## config.mk

```make
export PLATFORM = sky130hd
export DESIGN_NAME = bounded_toggle_selection_set_flat
export DESIGN_NICKNAME = d
export VERILOG_FILES = /design/src/rtl/core/bts_pkg.sv /design/src/rtl/core/bts_ifs.sv /design/src/rtl/core/bts_ctrl.sv /design/src/rtl/core/bts_dp.sv /design/src/rtl/core/bounded_toggle_selection_set.sv /design/src/flat_wrapper.sv
export SDC_FILE = /design/constraint.sdc
export NUM_CORES = 1
export LEC_CHECK = 0
export BUFFER_PORTS_ARGS = -buffer_cell sky130_fd_sc_hd__buf_2
export CAP_MARGIN = 0
export CORE_MARGIN = 5
export CORE_UTILIZATION = 45
export DETAILED_ROUTE_END_ITERATION = 12
export MAX_ROUTING_LAYER = met4
export PLACE_DENSITY = 0.59
export SLEW_MARGIN = 20
export SYNTH_ARGS = -nofsm -noshare
export SYNTH_HDL_FRONTEND = slang
export SYNTH_SLANG_ARGS = --single-unit
```

## constraint.sdc

```tcl
create_clock -name clk_i -period 10.4 [get_ports clk_i]
set_input_delay 2.08 -clock clk_i [delete_from_list [all_inputs] [get_ports clk_i]]
set_output_delay 2.08 -clock clk_i [all_outputs]
set_load 0.05 [all_outputs]
```

## src/rtl/core/bts_pkg.sv

```systemverilog
// Shared types, widths and register codes for the bounded toggle selection set.
package bts_pkg;

  // Fixed field widths of the words on the channels
  localparam int ITEM_W = 16;
  localparam int CNT_W  = 5;
  localparam int CFG_W  = 5;

  // Default sizing handed to the top level
  localparam int DEF_DEPTH      = 16;
  localparam int DEF_INDEX_BITS = 16;

  // Configuration register indexes
  localparam logic CFG_MAX_ENTRIES = 1'b0;
  localparam logic CFG_DESELECT    = 1'b1;

  // Reset values of the configuration registers
  localparam logic [CFG_W-1:0] MAX_ENTRIES_RST = 5'd16;
  localparam logic             DESELECT_RST    = 1'b0;

  // Controller states
  typedef enum logic {
    ST_IDLE,
    ST_UPDATE
  } bts_state_e;

  // Commands from controller to datapath
  typedef struct packed {
    logic capture;  // take input word, register match flags
    logic commit;   // apply list update and load the result register
  } bts_cmd_t;

  // Status from datapath to controller
  typedef struct packed {
    logic out_free; // result register empty or being taken this cycle
  } bts_sts_t;

endpackage

```

## src/rtl/core/bts_ifs.sv

```systemverilog
// Valid/ready channel interfaces for the request and result words.
interface bts_req_if;
  logic                         valid;
  logic                         ready;
  logic [bts_pkg::ITEM_W-1:0]   item_index;

  modport source (output valid, output item_index, input ready);
  modport sink   (input valid, input item_index, output ready);
endinterface

interface bts_rsp_if;
  logic                         valid;
  logic                         ready;
  logic                         newly_selected;
  logic [bts_pkg::CNT_W-1:0]    entry_count;

  modport source (output valid, output newly_selected, output entry_count, input ready);
  modport sink   (input valid, input newly_selected, input entry_count, output ready);
endinterface

```

## src/rtl/core/bts_ctrl.sv

```systemverilog
// Controller: sequences the match cycle and the update cycle of each word.
module bts_ctrl (
  input  logic              clk_i,
  input  logic              rst_ni,
  input  logic              in_valid_i,
  output logic              in_ready_o,
  input  bts_pkg::bts_sts_t sts_i,
  output bts_pkg::bts_cmd_t cmd_o
);
  import bts_pkg::*;

  bts_state_e state_q, state_d;

  // State register
  always_ff @(posedge clk_i or negedge rst_ni) begin
    if (!rst_ni) begin
      state_q <= ST_IDLE;
    end else begin
      state_q <= state_d;
    end
  end

  // Next state
  always_comb begin
    state_d = state_q;
    unique case (state_q)
      ST_IDLE: begin
        if (in_valid_i) state_d = ST_UPDATE;
      end
      ST_UPDATE: begin
        if (sts_i.out_free) state_d = ST_IDLE;
      end
      default: state_d = ST_IDLE;
    endcase
  end

  // Outputs
  always_comb begin
    in_ready_o    = 1'b0;
    cmd_o.capture = 1'b0;
    cmd_o.commit  = 1'b0;
    unique case (state_q)
      ST_IDLE: begin
        in_ready_o    = 1'b1;
        cmd_o.capture = in_valid_i;
      end
      ST_UPDATE: begin
        cmd_o.commit = sts_i.out_free;
      end
      default: ;
    endcase
  end

endmodule

```

## src/rtl/core/bts_dp.sv

```systemverilog
// Datapath: entry list, parallel match, shift/append update and result register.
module bts_dp #(
  parameter int DEPTH      = bts_pkg::DEF_DEPTH,
  parameter int INDEX_BITS = bts_pkg::DEF_INDEX_BITS
) (
  input  logic                       clk_i,
  input  logic                       rst_ni,
  // configuration
  input  logic                       cfg_we_i,
  input  logic                       cfg_idx_i,
  input  logic [bts_pkg::CFG_W-1:0]  cfg_data_i,
  // request word
  input  logic [bts_pkg::ITEM_W-1:0] item_index_i,
  // result word
  output logic                       out_valid_o,
  input  logic                       out_ready_i,
  output logic                       newly_selected_o,
  output logic [bts_pkg::CNT_W-1:0]  entry_count_o,
  // control
  input  bts_pkg::bts_cmd_t          cmd_i,
  output bts_pkg::bts_sts_t          sts_o
);
  import bts_pkg::*;

  localparam int CW = $clog2(DEPTH + 1);
  localparam int LW = (CW > CFG_W) ? CW : CFG_W;
  localparam int XW = 32;

  // Configuration registers
  logic [CFG_W-1:0] max_entries_q;
  logic             deselect_q;

  always_ff @(posedge clk_i or negedge rst_ni) begin
    if (!rst_ni) begin
      max_entries_q <= MAX_ENTRIES_RST;
      deselect_q    <= DESELECT_RST;
    end else if (cfg_we_i) begin
      unique case (cfg_idx_i)
        CFG_MAX_ENTRIES: max_entries_q <= cfg_data_i;
        CFG_DESELECT:    deselect_q    <= cfg_data_i[0];
        default: ;
      endcase
    end
  end

  // List state
  logic [INDEX_BITS-1:0] entry_q [DEPTH];
  logic [CW-1:0]         count_q, count_d;
  logic [DEPTH-1:0]      match_q, match_d;
  logic [INDEX_BITS-1:0] idx_q;
  logic [XW-1:0]         idx_ext;
  logic [INDEX_BITS-1:0] idx_in;

  // High bits beyond INDEX_BITS are dropped
  assign idx_ext = {{(XW-ITEM_W){1'b0}}, item_index_i};
  assign idx_in  = idx_ext[INDEX_BITS-1:0];

  // Update decision
  logic          found, remove, evict;
  logic [LW-1:0] max_ext, lim, cnt_ext, count_ext_d;
  logic [CW-1:0] app_pos;
  logic [DEPTH-1:0] shift_en;

  assign found   = |match_q;
  assign max_ext = LW'(max_entries_q);
  assign cnt_ext = LW'(count_q);

  // Effective limit: zero acts as one, above depth acts as depth
  always_comb begin
    priority if (max_ext == '0)          lim = LW'(1);
    else if     (max_ext > LW'(DEPTH))   lim = LW'(DEPTH);
    else                                 lim = max_ext;
  end

  assign remove  = found && deselect_q;
  assign evict   = !found && (cnt_ext >= lim);
  assign app_pos = evict ? (count_q - CW'(1)) : count_q;

  always_comb begin
    priority if (remove)     count_d = count_q - CW'(1);
    else if     (found)      count_d = count_q;
    else if     (evict)      count_d = count_q;
    else                     count_d = count_q + CW'(1);
  end

  assign count_ext_d = LW'(count_d);

  // One cell per position: match compare and shift/append
  for (genvar i = 0; i < DEPTH; i++) begin : g_cell
    // Valid position holding the incoming index
    assign match_d[i] = (CW'(i) < count_q) && (entry_q[i] == idx_in);

    // Positions at or after the removed entry move down one, and all do on an eviction
    assign shift_en[i] = (remove && (|match_q[i:0])) || evict;

    if (i < DEPTH - 1) begin : g_mid
      always_ff @(posedge clk_i) begin
        if (cmd_i.commit) begin
          if (!found && (app_pos == CW'(i))) begin
            entry_q[i] <= idx_q;
          end else if (shift_en[i]) begin
            entry_q[i] <= entry_q[i+1];
          end
        end
      end
    end else begin : g_last
      always_ff @(posedge clk_i) begin
        if (cmd_i.commit && !found && (app_pos == CW'(i))) begin
          entry_q[i] <= idx_q;
        end
      end
    end
  end

  // Capture index and match flags
  always_ff @(posedge clk_i) begin
    if (cmd_i.capture) begin
      idx_q   <= idx_in;
      match_q <= match_d;
    end
  end

  // Entry count
  always_ff @(posedge clk_i or negedge rst_ni) begin
    if (!rst_ni) begin
      count_q <= '0;
    end else if (cmd_i.commit) begin
      count_q <= count_d;
    end
  end

  // Result register
  logic             out_valid_q;
  logic             newly_q;
  logic [CNT_W-1:0] cnt_out_q;

  always_ff @(posedge clk_i or negedge rst_ni) begin
    if (!rst_ni) begin
      out_valid_q <= 1'b0;
    end else begin
      out_valid_q <= cmd_i.commit || (out_valid_q && !out_ready_i);
    end
  end

  always_ff @(posedge clk_i) begin
    if (cmd_i.commit) begin
      newly_q   <= !found;
      cnt_out_q <= count_ext_d[CNT_W-1:0];
    end
  end

  assign sts_o.out_free  = !out_valid_q || out_ready_i;
  assign out_valid_o      = out_valid_q;
  assign newly_selected_o = newly_q;
  assign entry_count_o    = cnt_out_q;

endmodule

```

## src/rtl/core/bounded_toggle_selection_set.sv

```systemverilog
// Top level of the bounded toggle selection set.
// In the accept cycle the index is compared against every held entry in
// parallel and the match flags are registered; in the update state the list
// is shifted or appended and the result word is loaded into the output
// register, waiting while an earlier result is still untaken, so a stalled
// result side slows the rate to one word per result taken. No clearing pass
// follows reset; the block is ready at once. The user must write configuration
// through cfg_we_i/cfg_idx_i/cfg_data_i only while idle; it is not enforced.
module bounded_toggle_selection_set #(
  parameter int DEPTH      = bts_pkg::DEF_DEPTH,
  parameter int INDEX_BITS = bts_pkg::DEF_INDEX_BITS
) (
  input  logic                      clk_i,
  input  logic                      rst_ni,
  input  logic                      cfg_we_i,
  input  logic                      cfg_idx_i,
  input  logic [bts_pkg::CFG_W-1:0] cfg_data_i,
  bts_req_if.sink                   req_i,
  bts_rsp_if.source                 rsp_o
);
  import bts_pkg::*;

  bts_cmd_t cmd;
  bts_sts_t sts;

  // Sequencer
  bts_ctrl u_ctrl (
    .clk_i      (clk_i),
    .rst_ni     (rst_ni),
    .in_valid_i (req_i.valid),
    .in_ready_o (req_i.ready),
    .sts_i      (sts),
    .cmd_o      (cmd)
  );

  // List storage and result register
  bts_dp #(
    .DEPTH      (DEPTH),
    .INDEX_BITS (INDEX_BITS)
  ) u_dp (
    .clk_i            (clk_i),
    .rst_ni           (rst_ni),
    .cfg_we_i         (cfg_we_i),
    .cfg_idx_i        (cfg_idx_i),
    .cfg_data_i       (cfg_data_i),
    .item_index_i     (req_i.item_index),
    .out_valid_o      (rsp_o.valid),
    .out_ready_i      (rsp_o.ready),
    .newly_selected_o (rsp_o.newly_selected),
    .entry_count_o    (rsp_o.entry_count),
    .cmd_i            (cmd),
    .sts_o            (sts)
  );

endmodule

```

## src/flat_wrapper.sv

```systemverilog
// flat-port wrapper written by rule: the top's interface ports become plain ports
module bounded_toggle_selection_set_flat import bts_pkg::*;
#(
  parameter int DEPTH      = bts_pkg::DEF_DEPTH,
  parameter int INDEX_BITS = bts_pkg::DEF_INDEX_BITS
)
  (clk_i, rst_ni, cfg_we_i, cfg_idx_i, cfg_data_i, req_i_valid, req_i_item_index, req_i_ready, rsp_o_valid, rsp_o_newly_selected, rsp_o_entry_count, rsp_o_ready);
  bts_req_if req_i_i ();
  bts_rsp_if rsp_o_i ();
  input  logic clk_i;
  input  logic rst_ni;
  input  logic cfg_we_i;
  input  logic cfg_idx_i;
  input  logic [bts_pkg::CFG_W-1:0] cfg_data_i;
  input wire logic [$bits(req_i_i.valid)-1:0] req_i_valid;
  input wire logic [$bits(req_i_i.item_index)-1:0] req_i_item_index;
  output wire logic [$bits(req_i_i.ready)-1:0] req_i_ready;
  output wire logic [$bits(rsp_o_i.valid)-1:0] rsp_o_valid;
  output wire logic [$bits(rsp_o_i.newly_selected)-1:0] rsp_o_newly_selected;
  output wire logic [$bits(rsp_o_i.entry_count)-1:0] rsp_o_entry_count;
  input wire logic [$bits(rsp_o_i.ready)-1:0] rsp_o_ready;
  assign req_i_i.valid = req_i_valid;
  assign req_i_i.item_index = req_i_item_index;
  assign req_i_ready = req_i_i.ready;
  assign rsp_o_valid = rsp_o_i.valid;
  assign rsp_o_newly_selected = rsp_o_i.newly_selected;
  assign rsp_o_entry_count = rsp_o_i.entry_count;
  assign rsp_o_i.ready = rsp_o_ready;
  bounded_toggle_selection_set #(.DEPTH(DEPTH), .INDEX_BITS(INDEX_BITS)) u_core (.clk_i(clk_i), .rst_ni(rst_ni), .cfg_we_i(cfg_we_i), .cfg_idx_i(cfg_idx_i), .cfg_data_i(cfg_data_i), .req_i(req_i_i), .rsp_o(rsp_o_i));
endmodule
```

==> results.yml <==
routing:
  drt-met1-wl_mm: 20.8
  drc: 0
  ant_nets: 0
  viasPerCell: 5.88
  routedWlPerCell_um: 27.2
  met3_length_mm: 3.94
  wl_met2_mm: 20.2
  highest_layer: "met4"
  drt_iter0_drc: 1017
  firstDrtPassIters: 7
  totalWireLength_mm: 46.4
  vias: 10000
timing:
  finClkSkew_ns: 0.0211
  drv_slew: 0
  rsz0062_at_grt: "no"
  setup_viol: 0
  max_freq_mhz: 183
  worst_slew_pin_slew_ns: 1.14
  period_needed_ns: 5.46
  hold_ws_ns: 0.516
  max_slew_margin_pct: 24.1
  tns_ns: 0
  fin_crit_sh_pct: 52.5
  hold_viol: 0
floorplan:
  die_w_um: 202
  core_um2: 36500
  num_rows: 70
  start_util_pct: 45.5
  dieArea_um2: 40900
  die_h_um: 202
  design.portCount: 35
place:
  hpwl_mm: 29.8
  portBuffers: 34
  gp_congestion: 0.921
setup_path:
  r2r_slack_ns: 5.86
  required_ns: 10.67
  reg2reg_depth: 6
  cp-start-kind: "primary input"
  critPathMaxFanout: 23
  arrival_ns: 5.73
  cp-startpoint: "rsp_o_ready"
  r2r_end: "u_core.u_dp.entry_q[0][67]"
  r2r_start: "u_core.u_dp.match_q[0]"
  endpoint: "u_core.u_dp.entry_q[1][67]"
  end_kind: "register"
  crit_type: "in -> reg"
synthesis:
  synth_cell_types: 62
  synth-main-ff-cell: "edfxtp_1"
  synthArstFlopShare_pct: 4.23
  synth_top_cell_area_share_pct: 53.2
  synth_largest_area_cell: "edfxtp_1"
  synth_edf_count: 294
  synth.area.top_cells: "edfxtp_1 53%, mux2_2 16%, xor2_1 9.1%"
  synth_seq_cells: 307
  yosys_warnings: 0
  synth_area_um2: 16600
  syn_area_per_cell_um2: 13.7
  ys_seq_area_share_pct: 55.1
  synth_nets: 1244
  synth_cells: 1209
clocking:
  cts_root_buf: "clkbuf_16"
  ctsResizeCount: 0
  postCtsHoldBufs: 0
  clk_pin_slew_ns: 0.06
  cts_buffer_depth: 3
  cts_buffers: 36
  htreeDepth: 2
  cts_sinks: 307
  clk_latency_ns: 0.54
  postCtsSetupBuffers: 0
  cts_tree: "built"
flow_run:
  drv_cap: 0
grt:
  grt_overflow: 0
  first_global_vias: 9998
  grt_max_degree: 33
  antenna_found_initial: 0
  grtUsageTotal_pct: 23.1
  grt_pass1_wl_mm: 67.9
finish:
  n_antenna_cell: 0
  drive_gt1_share_pct: 30.3
  final_cell_mix: "294 x edfxtp_1, 234 x mux2_2, 172 x xor2_1, 93 x xnor2_1, 45 x nor4_1"
  synthToLayoutAreaGrowth_pct: 9.97
  final_util_pct: 50.0
  num-nets-final: 1250
  final_common_cell: "edfxtp_1"
power_and_ir_drop:
  cellPowerDensity_nw_per_um2: 254
  ir_drop_mv: 0.157
  leakage_uw: 0.00607
hold_path:
  hold-path-cell-count: 1
  hold_path_class: "reg -> reg"
outcome:
  status: "complete, no violations"
synthesized netlist by cell type (all sizes together) (2+ instances only):
library cell,n
a21oi,22
o22ai,2
o21ai,24
or3,6
ha,8
or4,5
dfrtp,12
xnor2,93
a31oi,8
a211oi,4
inv,5
o21bai,2
o21a,2
nor2,30
mux2,247
xor2,172
nand4,30
nor4,46
nor3,16
buf,23
nand3,22
o31ai,6
clkbuf,60
and3,3
o211ai,2
and2,2
clkinv,2
a21o,2
nand2b,4
mux2i,3
edfxtp,294
nand2,33
nor2b,5
area by class of cell:
cell class | instances | area, um2
Timing Repair Buffer | 51 | 318
Fill cell | 3164 | 18300
Tap cell | 468 | 586
Clock buffer | 45 | 935
Inverter | 7 | 26.3
Sequential cell | 307 | 9160
Clock inverter | 19 | 170
Multi-Input combinational cell | 812 | 7080
cells by family after synthesis:
family / after synthesis / share of synthesized area (%)
flip-flops: 307 / 55.1
XOR/XNOR: 265 / 14.0
multiplexers: 250 / 17.2
AND/OR/NAND/NOR: 203 / 6.69
buffers and inverters: 90 / 2.55
AO/OA/AOI/OAI: 86 / 3.91
adder cells (fa/ha/maj): 8 / 0.603
state kept, by name, summed over array words and instances (netlist names):
| name | flops |
|---|---|
| u_core.u_ctrl.state_q | 1 |
| u_core.u_dp.cnt_ext | 5 |
| u_core.u_dp.deselect_q | 1 |
| u_core.u_dp.entry_count_o | 5 |
| u_core.u_dp.entry_q | 256 |
| u_core.u_dp.idx_q | 16 |
| u_core.u_dp.match_q | 16 |
| u_core.u_dp.max_entries_q | 5 |
| u_core.u_dp.newly_selected_o | 1 |
| u_core.u_dp.out_valid_o | 1 |
per-layer routing:
metal / up-vias / global-route usage, %
li1: 4501 / -
met1: 5047 / 32.4
met2: 397 / 33.4
met3: 97 / 5.47
met4: 0 / 7.18
met5: - / -
critical path, stage by stage:
cell and delay [ns]:
buf_2 0.09, nand2b_1 0.17, nand2_1 0.64, clkinv_1 0.90, o311a_1 0.47, a311oi_2 0.30, a21o_1 0.64, mux2_2 0.42
power by group:
part	internal, uW	total (uW)	switching [uW]	leakage (uW)
logic	580	1350	772	0.00265
registers	1770	2080	306	0.00288
clock network	693	1200	507	0.000543
how the worst min path moves through the flow:
stage,start,end,slack [ns]
2_1_floorplan,u_core.u_dp.max_entries_q[0],u_core.u_dp.max_entries_q[0],0.48
3_3_place_gp,u_core.u_dp.max_entries_q[0],u_core.u_dp.max_entries_q[0],0.50
3_5_place_dp,u_core.u_dp.max_entries_q[0],u_core.u_dp.max_entries_q[0],0.51
4_1_cts,u_core.u_dp.max_entries_q[0],u_core.u_dp.max_entries_q[0],0.52
5_1_grt,u_core.u_dp.max_entries_q[0],u_core.u_dp.max_entries_q[0],0.53
6_report,u_core.u_dp.max_entries_q[0],u_core.u_dp.max_entries_q[0],0.52
per-stage QoR:
step	instances	instance area [um2]	total power, uW	worst slack, ns
2_1_floorplan	1209	16600	3010	5.85
3_3_place_gp	1644	17100	3410	4.55
3_5_place_dp	1644	17100	3420	4.44
4_1_cts	1708	18200	4640	5.01
5_1_grt	1709	18300	4840	4.73
6_report	1709	18300	4630	4.94
No activity file was read; power rests on OpenSTA's default activity.
